`src/rtl/core/info_frame_byte_stuffer_assert.svh`:
```
// Assertion macros for the byte stuffer. Defining SYNTH turns them into nothing.
`ifndef INFO_FRAME_BYTE_STUFFER_ASSERT_SVH
`define INFO_FRAME_BYTE_STUFFER_ASSERT_SVH

`ifndef SYNTH

// same-cycle implication, disabled while in reset
`define IFBS_ASSERT_IMP(label, clk, rst_n, ante, cons) \
	label: assert property (@(posedge clk) disable iff (!(rst_n)) (ante) |-> (cons)) \
	else $error("ifbs: assertion failed");

// next-cycle implication, disabled while in reset
`define IFBS_ASSERT_NXT(label, clk, rst_n, ante, cons) \
	label: assert property (@(posedge clk) disable iff (!(rst_n)) (ante) |=> (cons)) \
	else $error("ifbs: assertion failed");

`else

`define IFBS_ASSERT_IMP(label, clk, rst_n, ante, cons)
`define IFBS_ASSERT_NXT(label, clk, rst_n, ante, cons)

`endif

`endif

```
`src/rtl/core/ifbs_pkg.sv`:
```
`default_nettype none

package ifbs_pkg;

	localparam int BYTE_W = 8;
	localparam int CNT_W  = 8;

	localparam int MAX_STUFFED_PAYLOAD_DEF = 250;
	localparam int QUEUE_DEPTH_DEF         = 2;

	localparam logic [BYTE_W-1:0] FLAG_BYTE   = 8'h7e;
	localparam logic [BYTE_W-1:0] ESC_BYTE    = 8'h7d;
	localparam logic [BYTE_W-1:0] ESC_OF_ESC  = 8'h5d;
	localparam logic [BYTE_W-1:0] ESC_OF_FLAG = 8'h5e;
	localparam logic [BYTE_W-1:0] CTRL_SEQ0   = 8'h00;
	localparam logic [BYTE_W-1:0] CTRL_SEQ1   = 8'h40;
	localparam logic [BYTE_W-1:0] ADDR_RESET  = 8'h03;

	// one classified payload byte, with everything the back end needs to emit it
	typedef struct packed {
		logic              hdr;    // open a frame first
		logic [BYTE_W-1:0] addr;
		logic              seq;
		logic              esc;    // escaped: 0x7d then data
		logic [BYTE_W-1:0] data;   // raw byte, or the escape code when esc
		logic              close;  // BCC2 and closing flag follow
		logic [BYTE_W-1:0] bcc2;
	} job_t;

	typedef enum logic [3:0] {
		PH_IDLE,
		PH_FLAG,
		PH_ADDR,
		PH_CTRL,
		PH_BCC1,
		PH_DATA0,
		PH_DATA1,
		PH_BCC2,
		PH_CLOSE
	} phase_t;

endpackage

`default_nettype wire

```
`src/rtl/core/ifbs_front.sv`:
```
`default_nettype none

module ifbs_front #(
	parameter int MAX_STUFFED_PAYLOAD = ifbs_pkg::MAX_STUFFED_PAYLOAD_DEF
) (
	input  wire logic                          clk,
	input  wire logic                          arst_n,
	input  wire logic                          cfg_we,
	input  wire logic [ifbs_pkg::BYTE_W-1:0]   cfg_wdata,
	input  wire logic                          in_valid,
	output logic                               in_ready,
	input  wire logic [ifbs_pkg::BYTE_W-1:0]   in_data,
	input  wire logic                          in_eom,
	input  wire logic                          q_full,
	output logic                               q_push,
	output ifbs_pkg::job_t                     q_job
);

	logic [ifbs_pkg::BYTE_W-1:0] addr_q;
	logic                        in_frame_q;
	logic                        seq_q;
	logic [ifbs_pkg::BYTE_W-1:0] check_q;
	logic [ifbs_pkg::CNT_W-1:0]  count_q;

	logic                        esc;
	logic [ifbs_pkg::BYTE_W-1:0] code;
	logic [ifbs_pkg::CNT_W-1:0]  base_cnt;
	logic [ifbs_pkg::CNT_W-1:0]  cnt_n;
	logic [ifbs_pkg::BYTE_W-1:0] chk_n;
	logic                        full_frame;
	logic                        close;

	assign in_ready = !q_full;
	assign q_push   = in_valid && in_ready;

	always_comb begin
		esc  = (in_data == ifbs_pkg::FLAG_BYTE) || (in_data == ifbs_pkg::ESC_BYTE);
		code = (in_data == ifbs_pkg::FLAG_BYTE) ? ifbs_pkg::ESC_OF_FLAG : ifbs_pkg::ESC_OF_ESC;
		base_cnt = in_frame_q ? count_q : '0;
		cnt_n    = base_cnt + (esc ? ifbs_pkg::CNT_W'(2) : ifbs_pkg::CNT_W'(1));
		chk_n    = (in_frame_q ? check_q : '0) ^ in_data;
		// next byte may need two line bytes
		full_frame = ({1'b0, cnt_n} + (ifbs_pkg::CNT_W+1)'(2)) >
			(ifbs_pkg::CNT_W+1)'(MAX_STUFFED_PAYLOAD);
		close = in_eom || full_frame;
	end

	always_comb begin
		q_job.hdr   = !in_frame_q;
		q_job.addr  = addr_q;
		q_job.seq   = seq_q;
		q_job.esc   = esc;
		q_job.data  = esc ? code : in_data;
		q_job.close = close;
		q_job.bcc2  = chk_n;
	end

	always_ff @(posedge clk or negedge arst_n) begin
		if (!arst_n) begin
			addr_q <= ifbs_pkg::ADDR_RESET;
		end else if (cfg_we) begin
			addr_q <= cfg_wdata;
		end
	end

	always_ff @(posedge clk or negedge arst_n) begin
		if (!arst_n) begin
			in_frame_q <= 1'b0;
			seq_q      <= 1'b0;
			check_q    <= '0;
			count_q    <= '0;
		end else if (q_push) begin
			if (close) begin
				in_frame_q <= 1'b0;
				seq_q      <= !seq_q;
				check_q    <= '0;
				count_q    <= '0;
			end else begin
				in_frame_q <= 1'b1;
				check_q    <= chk_n;
				count_q    <= cnt_n;
			end
		end
	end

endmodule

`default_nettype wire

```
`src/rtl/core/ifbs_queue.sv`:
```
`default_nettype none

module ifbs_queue #(
	parameter int DEPTH = ifbs_pkg::QUEUE_DEPTH_DEF
) (
	input  wire logic           clk,
	input  wire logic           arst_n,
	input  wire logic           push,
	input  wire ifbs_pkg::job_t push_job,
	output logic                full,
	input  wire logic           pop,
	output logic                head_valid,
	output ifbs_pkg::job_t      head_job
);

	localparam int PW = (DEPTH > 1) ? $clog2(DEPTH) : 1;
	localparam int CW = $clog2(DEPTH + 1);

	ifbs_pkg::job_t    mem_q [DEPTH];
	logic [PW-1:0]     wr_ptr_q;
	logic [PW-1:0]     rd_ptr_q;
	logic [CW-1:0]     cnt_q;

	assign full       = (cnt_q == CW'(DEPTH));
	assign head_valid = (cnt_q != '0);
	assign head_job   = mem_q[rd_ptr_q];

	always_ff @(posedge clk) begin
		if (push) begin
			mem_q[wr_ptr_q] <= push_job;
		end
	end

	always_ff @(posedge clk or negedge arst_n) begin
		if (!arst_n) begin
			wr_ptr_q <= '0;
			rd_ptr_q <= '0;
			cnt_q    <= '0;
		end else begin
			if (push) begin
				wr_ptr_q <= (wr_ptr_q == PW'(DEPTH - 1)) ? '0 : wr_ptr_q + PW'(1);
			end
			if (pop) begin
				rd_ptr_q <= (rd_ptr_q == PW'(DEPTH - 1)) ? '0 : rd_ptr_q + PW'(1);
			end
			if (push && !pop) begin
				cnt_q <= cnt_q + CW'(1);
			end else if (pop && !push) begin
				cnt_q <= cnt_q - CW'(1);
			end
		end
	end

endmodule

`default_nettype wire

```
`src/rtl/core/ifbs_back.sv`:
```
`default_nettype none
`include "info_frame_byte_stuffer_assert.svh"

module ifbs_back (
	input  wire logic                         clk,
	input  wire logic                         arst_n,
	input  wire logic                         head_valid,
	input  wire ifbs_pkg::job_t               head_job,
	output logic                              pop,
	output logic                              m_valid,
	input  wire logic                         m_ready,
	output logic [ifbs_pkg::BYTE_W-1:0]       m_data,
	output logic                              m_last,
	output logic                              m_closed
);

	ifbs_pkg::phase_t            ph_q;
	ifbs_pkg::phase_t            cur_ph;
	ifbs_pkg::phase_t            nxt_ph;
	logic                        load;
	logic [ifbs_pkg::BYTE_W-1:0] ctrl;
	logic [ifbs_pkg::BYTE_W-1:0] byte_d;
	logic                        closed_d;
	logic                        last_d;

	logic                        valid_q;
	logic [ifbs_pkg::BYTE_W-1:0] data_q;
	logic                        last_q;
	logic                        closed_q;

	assign load = head_valid && (!valid_q || m_ready);
	assign ctrl = head_job.seq ? ifbs_pkg::CTRL_SEQ1 : ifbs_pkg::CTRL_SEQ0;

	always_comb begin
		cur_ph = ph_q;
		if (ph_q == ifbs_pkg::PH_IDLE) begin
			cur_ph = head_job.hdr ? ifbs_pkg::PH_FLAG : ifbs_pkg::PH_DATA0;
		end
	end

	// next state
	always_comb begin
		unique case (cur_ph)
			ifbs_pkg::PH_FLAG:  nxt_ph = ifbs_pkg::PH_ADDR;
			ifbs_pkg::PH_ADDR:  nxt_ph = ifbs_pkg::PH_CTRL;
			ifbs_pkg::PH_CTRL:  nxt_ph = ifbs_pkg::PH_BCC1;
			ifbs_pkg::PH_BCC1:  nxt_ph = ifbs_pkg::PH_DATA0;
			ifbs_pkg::PH_DATA0: begin
				if (head_job.esc) begin
					nxt_ph = ifbs_pkg::PH_DATA1;
				end else begin
					nxt_ph = head_job.close ? ifbs_pkg::PH_BCC2 : ifbs_pkg::PH_IDLE;
				end
			end
			ifbs_pkg::PH_DATA1: nxt_ph = head_job.close ? ifbs_pkg::PH_BCC2 : ifbs_pkg::PH_IDLE;
			ifbs_pkg::PH_BCC2:  nxt_ph = ifbs_pkg::PH_CLOSE;
			default:            nxt_ph = ifbs_pkg::PH_IDLE;
		endcase
	end

	// outputs
	always_comb begin
		closed_d = 1'b0;
		unique case (cur_ph)
			ifbs_pkg::PH_FLAG:  byte_d = ifbs_pkg::FLAG_BYTE;
			ifbs_pkg::PH_ADDR:  byte_d = head_job.addr;
			ifbs_pkg::PH_CTRL:  byte_d = ctrl;
			ifbs_pkg::PH_BCC1:  byte_d = head_job.addr ^ ctrl;
			ifbs_pkg::PH_DATA0: byte_d = head_job.esc ? ifbs_pkg::ESC_BYTE : head_job.data;
			ifbs_pkg::PH_DATA1: byte_d = head_job.data;
			ifbs_pkg::PH_BCC2:  byte_d = head_job.bcc2;
			ifbs_pkg::PH_CLOSE: begin
				byte_d   = ifbs_pkg::FLAG_BYTE;
				closed_d = 1'b1;
			end
			default:            byte_d = ifbs_pkg::FLAG_BYTE;
		endcase
		last_d = (nxt_ph == ifbs_pkg::PH_IDLE);
	end

	assign pop = load && last_d;

	always_ff @(posedge clk or negedge arst_n) begin
		if (!arst_n) begin
			ph_q <= ifbs_pkg::PH_IDLE;
		end else if (load) begin
			ph_q <= nxt_ph;
		end
	end

	always_ff @(posedge clk or negedge arst_n) begin
		if (!arst_n) begin
			valid_q <= 1'b0;
		end else if (load) begin
			valid_q <= 1'b1;
		end else if (m_ready) begin
			valid_q <= 1'b0;
		end
	end

	always_ff @(posedge clk) begin
		if (load) begin
			data_q   <= byte_d;
			last_q   <= last_d;
			closed_q <= closed_d;
		end
	end

	assign m_valid  = valid_q;
	assign m_data   = data_q;
	assign m_last   = last_q;
	assign m_closed = closed_q;

	`IFBS_ASSERT_IMP(a_close_is_last, clk, arst_n, valid_q && closed_q, last_q)
	`IFBS_ASSERT_IMP(a_close_is_flag, clk, arst_n, valid_q && closed_q, data_q == ifbs_pkg::FLAG_BYTE)
	`IFBS_ASSERT_IMP(a_pop_has_job, clk, arst_n, pop, head_valid)
	`IFBS_ASSERT_NXT(a_pop_rearms, clk, arst_n, pop, ph_q == ifbs_pkg::PH_IDLE)

endmodule

`default_nettype wire

```
`src/rtl/core/info_frame_byte_stuffer.sv`:
```
// Framer with byte stuffing for HDLC-style information frames.
// Slave stream: s_tdata carries one raw payload byte, s_tlast marks the end of message.
// Master stream: m_tdata carries one line byte, m_tlast marks the last line byte
// produced by an input transaction, m_tuser marks the closing flag of a frame.
// cfg_we/cfg_wdata write the address byte (reset 0x03); write only while idle.
// Each input byte yields 1 or 2 data bytes, plus a 4-byte header when it opens a
// frame and BCC2 plus the closing flag when it ends one: 1 to 8 line bytes total.
// The output side emits one line byte per cycle while m_tready does not stall it,
// paced by the byte sequencer in the back end. Classified inputs wait in a small
// queue, so s_tready stays high while the queue has room even as output backs up.
// The first line byte of an input reaches m_tdata through the queue write and
// then the output register.
// When m_tready is low the output register holds, the sequencer stops, and s_tready
// drops once the queue fills. Reset empties the queue, closes any open frame,
// clears the sequence bit and check byte, and restores the address byte.
`default_nettype none

module info_frame_byte_stuffer #(
	parameter int MAX_STUFFED_PAYLOAD = ifbs_pkg::MAX_STUFFED_PAYLOAD_DEF,
	parameter int QUEUE_DEPTH         = ifbs_pkg::QUEUE_DEPTH_DEF
) (
	input  wire logic                         clk,
	input  wire logic                         arst_n,
	input  wire logic                         cfg_we,
	input  wire logic [ifbs_pkg::BYTE_W-1:0]  cfg_wdata,
	input  wire logic                         s_tvalid,
	output logic                              s_tready,
	input  wire logic [ifbs_pkg::BYTE_W-1:0]  s_tdata,   // [7:0] data_byte
	input  wire logic                         s_tlast,   // end_of_message
	output logic                              m_tvalid,
	input  wire logic                         m_tready,
	output logic [ifbs_pkg::BYTE_W-1:0]       m_tdata,   // [7:0] out_byte
	output logic                              m_tlast,   // last_of_run
	output logic                              m_tuser    // [0] frame_closed
);

	logic           q_full;
	logic           q_push;
	logic           q_pop;
	logic           head_valid;
	ifbs_pkg::job_t push_job;
	ifbs_pkg::job_t head_job;

	ifbs_front #(
		.MAX_STUFFED_PAYLOAD(MAX_STUFFED_PAYLOAD)
	) u_front (
		.clk       (clk),
		.arst_n    (arst_n),
		.cfg_we    (cfg_we),
		.cfg_wdata (cfg_wdata),
		.in_valid  (s_tvalid),
		.in_ready  (s_tready),
		.in_data   (s_tdata),
		.in_eom    (s_tlast),
		.q_full    (q_full),
		.q_push    (q_push),
		.q_job     (push_job)
	);

	ifbs_queue #(
		.DEPTH(QUEUE_DEPTH)
	) u_queue (
		.clk        (clk),
		.arst_n     (arst_n),
		.push       (q_push),
		.push_job   (push_job),
		.full       (q_full),
		.pop        (q_pop),
		.head_valid (head_valid),
		.head_job   (head_job)
	);

	ifbs_back u_back (
		.clk        (clk),
		.arst_n     (arst_n),
		.head_valid (head_valid),
		.head_job   (head_job),
		.pop        (q_pop),
		.m_valid    (m_tvalid),
		.m_ready    (m_tready),
		.m_data     (m_tdata),
		.m_last     (m_tlast),
		.m_closed   (m_tuser)
	);

endmodule

`default_nettype wire

```
`config.mk`:
```
export PLATFORM = sky130hd
export DESIGN_NAME = info_frame_byte_stuffer
export DESIGN_NICKNAME = d
export VERILOG_FILES = /design/src/rtl/core/ifbs_pkg.sv /design/src/rtl/core/ifbs_front.sv /design/src/rtl/core/ifbs_queue.sv /design/src/rtl/core/ifbs_back.sv /design/src/rtl/core/info_frame_byte_stuffer.sv
export VERILOG_INCLUDE_DIRS = /design/src /design/src/rtl/core
export SDC_FILE = /design/constraint.sdc
export NUM_CORES = 1
export LEC_CHECK = 0
export BUFFER_PORTS_ARGS = -buffer_cell sky130_fd_sc_hd__clkbuf_2
export CORE_MARGIN = 4
export CORE_UTILIZATION = 40
export CTS_CLUSTER_DIAMETER = 40
export DETAILED_ROUTE_END_ITERATION = 8
export SLEW_MARGIN = 25
export SYNTH_ARGS = -nofsm -noshare
export SYNTH_HDL_FRONTEND = slang
export SYNTH_SLANG_ARGS = --single-unit
export TNS_END_PERCENT = 30
```
`constraint.sdc`:
```
create_clock -name clk -period 3.6 [get_ports clk]
set_input_delay 0.36 -clock clk [delete_from_list [all_inputs] [get_ports clk]]
set_output_delay 0.36 -clock clk [all_outputs]
set_load 0.1 [all_outputs]
```
==> results of run 1 <==
-- metal layers --
metal  track usage  vias up
met5             0        -
li1              -     1499
met4        0.0413        0
met1         0.216     1503
met3        0.0334        4
met2         0.241       70
-- how the worst max path moves through the flow --
stage,from,end,slack (ps)
after detailed placement,s_tdata[4],u_front.check_q[6],20
after floorplan,u_queue.cnt_q[0],u_queue.mem_q[0][0],280
after global placement,s_tdata[4],u_front.check_q[6],130
after CTS,s_tdata[4],u_front.check_q[6],360
after global routing,s_tdata[3],u_front.check_q[6],110
final,s_tdata[4],u_front.check_q[6],340
-- placed cells by master (no fill, tap or decap), types with 3 or more instances in the layout --
master,Yosys,routed
a21oi_1,10,10
a221oi_1,3,3
a41oi_1,5,5
buf_4,0,13
clkbuf_16,0,9
clkbuf_2,0,32
dfrtp_1,33,33
edfxtp_1,66,66
ha_1,3,3
inv_1,17,17
inv_6,0,3
mux2_2,11,11
mux2i_1,22,22
nand2_1,48,48
nand2b_1,4,4
nand3_1,4,4
nand3b_1,3,3
nand4_1,3,3
nor2_1,15,13
nor2b_1,4,4
nor3_1,11,11
o21ai_0,24,24
o21ai_2,7,7
o221a_2,4,4
o22ai_1,4,4
o31ai_1,3,3
xnor2_1,15,15
xor2_1,5,5
-- sequential cells by signal, summed over array words and instances (netlist names), 2 cells and up --
signal and flops:
u_queue.mem_q 56, u_back.ph_q 4, u_front.count_q 8, u_queue.cnt_q 2
u_front.check_q 8, u_front.addr_q 8, u_back.m_data 8
-- worst reg2reg max path, delay by kind of cell (launching register included) --
family	cells	cell delay, ps
adders and majority gates	2	560
DFF	1	390
buffers and inverters	2	350
AOI/OAI and AO/OA	6	1120
and+or+nand+nor	4	590
-- through the flow --
step / power, uW / util / hold WS, ps / std cells
finish: 5030 / 0.470 / 148 / 571
global route: 5320 / 0.470 / 201 / 571
CTS: 5070 / 0.470 / 212 / 571
detailed placement: 4010 / 0.443 / 470 / 555
global placement: 3980 / 0.443 / 447 / 555
floorplan: 3510 / - / 64.4 / 392
-- area by class of cell --
| type | count | share of cell area |
|---|---|---|
| clock buffers | 9 | 0.0414 |
| clock inverters | 7 | 0.0175 |
| inverters | 17 | 0.0117 |
| multi-input cells | 247 | 0.319 |
| flip-flops and latches | 101 | 0.526 |
| well taps | 143 | 0.0329 |
| repair buffers | 47 | 0.0520 |
-- power by group --
group | leakage [uW] | internal [uW] | switching, uW
clock network | 0.000158 | 613 | 425
registers | 0.00105 | 1700 | 203
logic | 0.000891 | 658 | 1430
-- cell families after synthesis --
group	count (synthesis)
muxes	33
and+or+nand+nor	110
buffers and inverters	44
DFF	101
AOI/OAI and AO/OA	80
xor gates and xnor gates	21
adders and majority gates	3
==> metrics.txt, run 1 <==
R2R Path End=u_front.check_q[6]; Crit path buffers/inverters=2; Tightest Pin Transition=877 ps; fin area=5440 um2; post-synthesis mux area share=0.0721; All-Layer GR Usage=0.153; Final ANT Viol Nets=0; Mapped Cells=392; fin nets=448; hold buffers post-CTS=0; Post-Synth Adder-Cell Area=0.00787; EDFF count, synth=66; syn avg cell area=12.2 um2; Area Growth Syn to Fin=14.1%; #FFs+latches synth=101; Die Ht=117 um; status=finished clean; clk root buf=clkbuf_16; yosys synthesis warning count=0; chip width=117 um; I/O Buffers=33; largest net degree at the start of global routing=36; Worst R2R Setup Slack=500 ps; Yosys cell types=60; DR top layer=met4; Routed WL=9.90 mm; share of cells above drive strength 1=0.231; Reg clk slew, reported paths=70 ps; Worst EP required=3850 ps; Slew headroom=0.415; # rows=39; final setup violation count=0; die area=13700 um2; Synth Cell Area=4770 um2; Fillers=1035; Simple-Gate Fraction of Synth Area=0.115; WL met3=379 um; register area=2860 um2; P per Cell Area=925 nW/um2; drt first pass iters=4; Clock Tree Buf Depth=2; Worst Path Max Fanout=8; Final Hold Vio Count=0; cts repair resizes=0; CTS tree=done; vias in the first global route=2985; Initial Util=0.412; reg-to-reg startpoint=u_front.in_frame_q; Post-synth top cells=edfxtp_1 (66), nand2_1 (48), dfrtp_1 (33), o21ai_0 (24), mux2i_1 (22); Crit Path Class=in2reg; initial antenna violation count=0; GRT overflow=0; met1 WL=4.83 mm; pre-CTS setup slack=16.0 ps; # DRC=0; Synth Area in Compound Gates=0.127; RSZ-0062 raised after global routing=false; Clock Sinks=101; Clock Latency Late Sink=330 ps; post-synthesis sequential area ratio=0.600; CP Capture Type=flip-flop; VDD IR-drop max=381 uV; cell taking the most area after synthesis=edfxtp_1; fin crit period=3260 ps; Final Slew Violations=0; asr flop ratio synth=0.347; CTS buffer count=9; cell family contributing the most delay on the critical path=compound AO/OA/AOI/OAI gates; Achievable Freq=306 MHz; main combinational cell family by area after synthesis=compound AO/OA/AOI/OAI gates; most frequent cell after synthesis=edfxtp_1; Multi-input gate area=1730 um2; CP Launch Type=input port; Core ar.=11600 um2; Ports=34; placed cell areas=5120 um2; max_cap viols=0; Lkg Pwr=0.00210 uW; Vias=3076; met2 routed WL=4.63 mm; Final Skew=6.71 ps; Tcrit/Tclk final=0.907; slowest CP cell=a311o_2; Hold Path Class=in2async; HPWL after DPL=6.88 mm; Stages on worst setup path=16; top cells by area, synth=edfxtp_1 (42%), dfrtp_1 (17%), mux2i_1 (4.6%); worst r2r path cells=14; Worst path max stage delay=410 ps; ant diodes=0; top-area cell type share of the netlist area=0.416; Post-CTS Setup Bufs=0; setup slack after layout=335 ps; H-tree Lvls=3; gp weighted congestion=0.916; XOR/XNOR Fraction of Synth Area=0.0401; first-pass GRT wire length=15.9 mm; number of vias per cell=5.39; initial drt markers=200; syn nets=417; TNS Setup=0 ps; WP data arrival=3520 ps; main flop type after synthesis=edfxtp_1; cells along the critical path=clkbuf_2, nand4_1, nor3_2, xnor2_1, ha_1, nand3b_1, a41oi_1, a311o_2, ha_1, nor2_1, o21ai_0, a32o_2, o2111ai_4, nand2_4, buf_4, o21ai_0; WL/cell=17.3 um
No activity file was read; power rests on OpenSTA's default activity.
==> inputs of run 2 (changes only) <==
CORE_UTILIZATION = 30   (was 40)
==> metrics.txt, run 2 (synthesized netlist as in run 1, its figures left out) <==
status=finished clean; largest reg by FF count=u_queue.mem_q; fin area=5480 um2 (+0.78%); # DRC=0 (unchanged); Clk pwr share=0.197 (-0.009); Core ar.=15400 um2 (+33%); switching power total=2060 uW (about the same); Clock Sinks=101 (unchanged); most frequent cells in the layout=edfxtp_1 (66), nand2_1 (48), dfrtp_1 (33); Final ANT Viol Nets=0 (unchanged); TNS Setup=0 ps (unchanged); ant diodes=0 (unchanged); Vias=3047 (-0.94%); Area Growth Syn to Fin=15.0%; cts repair resizes=0 (unchanged); Worst EP required=3840 ps (about the same); Logic pwr share=0.408 (-0.008); Post-CTS Setup Bufs=0 (unchanged); share of cells above drive strength 1=0.230 (-0.00180); WP data arrival=3370 ps (-150 ps); Worst Path Max Fanout=15 (+7); CP Launch Type=input port; Final Hold Vio Count=0 (unchanged); Internal Power=2890 uW (-2.8%); Tightest Pin Transition=882 ps (+4.86 ps); Hold WS=131 ps (-17.4 ps); # rows=45 (+15%); initial antenna violation count=0 (unchanged); Crit Path Class=in2reg; CP Capture Type=flip-flop; Multi-input gate area=1730 um2 (unchanged); CTS tree=done; H-tree Lvls=3 (unchanged); Reg clk slew, reported paths=70 ps (about the same); Final Slew Violations=0 (unchanged); HPWL after DPL=6.94 mm (+0.81%); GRT overflow=0 (unchanged); first-pass GRT wire length=16.4 mm (+2.9%); Fillers=1526 (+47%); Lkg Pwr=0.00208 uW (-1.1%); hold buffers post-CTS=0 (unchanged); reg-to-reg startpoint=u_front.in_frame_q; clk root buf=clkbuf_16; I/O Buffers=33 (unchanged); number of vias per cell=4.78 (-11%); Flop pwr share=0.395 (+0.017); register area=2860 um2 (unchanged); Slew headroom=0.412 (-0.00324); max reg flops=56 (unchanged); drt first pass iters=5 (+1); Clock Tree Buf Depth=2 (unchanged); chip width=134 um (+14%); Final Skew=8.04 ps (+1.34 ps); worst r2r path cells=14 (unchanged); Critical Path Source=s_tdata[1]; CTS buffer count=9 (unchanged); die area=18000 um2 (+31%); Achievable Freq=320 MHz (+4.3%); P per Cell Area=902 nW/um2 (-2.4%); Tcrit/Tclk final=0.869 (-0.0375); VDD IR-drop max=284 uV (-25%); Clock Latency Late Sink=350 ps (+20 ps); most common library cell in the layout ignoring fill and taps=edfxtp_1; final setup violation count=0 (unchanged); Hold Path Class=in2async; All-Layer GR Usage=0.117 (-0.0361); vias in the first global route=2987 (+0.067%); R2R Path End=u_front.count_q[3]; initial drt markers=221 (+11%); Sw Share=0.417 (+0.00707); Die Ht=134 um (+14%); Worst R2R Setup Slack=480 ps (-20 ps); fin nets=447 (-0.22%); RSZ-0062 raised after global routing=false; WL/cell=15.7 um (-9.7%); Initial Util=0.310 (-0.102); total power=4950 uW (-1.7%); fin crit period=3130 ps (-135 ps); gp weighted congestion=0.882 (-3.7%); placed cells=622 (+12%); placed cell areas=5180 um2 (+1.3%); Ports=34 (unchanged); max_cap viols=0 (unchanged); Routed WL=10.0 mm (+0.94%); fin cells=638 (+12%); largest net degree at the start of global routing=36 (unchanged)
-- run 2: cell types whose count changed in the layout (fill, tap and decap cells not counted) --
cell        delta
buf_12         -1
bufinv_16      -1
clkbuf_1       +1
clkinv_1       -1
clkinvlp_4     +1
-- run 2: how the worst max path moves through the flow --
stage / endpoint / slack, ps / cells after the start
after global routing: u_front.count_q[3] / 200 / 15
final: u_front.count_q[3] / 470 / 15
after floorplan: u_queue.mem_q[0][0] / 280 / 4
after detailed placement: u_front.count_q[3] / 100 / 15
after CTS: u_front.count_q[3] / 490 / 14
after global placement: u_front.count_q[3] / 230 / 15
-- run 2: worst max-delay path, stage by stage --
cell	delay (ps)
clkbuf_2	140
xnor2_2	330
nor3_2	110
nor3_1	180
ha_1	260
nand3b_1	120
a41oi_1	50
a311o_2	400
ha_1	300
nor2_1	100
o21ai_0	100
a32o_2	290
o2111ai_4	100
nand2_4	190
o41ai_2	320
-- run 2: cell type report --
class	instances	area share
Clock buffer	10	0.0418
Clock inverter	6	0.0126
Inverter	17	0.0116
Multi-Input combinational cell	247	0.316
Sequential cell	101	0.522
Tap cell	211	0.0482
Timing Repair Buffer	46	0.0479
-- run 2: metal layers --
layer,GRT usage,up-vias,share of wire
li1,-,1501,-
met1,0.174,1470,0.50
met2,0.163,70,0.43
met3,0.0368,6,0.053
met4,0.0356,0,0.0079
met5,0,-,0
-- run 2: metrics by stage --
step	util	worst slack (ps)
after floorplan	-	275
after global routing	0.357	203
after global placement	0.337	229
after CTS	0.357	486
after detailed placement	0.337	104
final	0.357	471
-- run 2: power by group through the flow --
stage | Clock, uW | Combinational [uW] | Sequential, uW
2_1_floorplan | 0 | 1220 | 2290
3_3_place_gp | 0 | 2000 | 1970
3_5_place_dp | 0 | 2030 | 1980
4_1_cts | 1010 | 2030 | 1960
5_1_grt | 1060 | 2200 | 2010
6_report | 973 | 2020 | 1960
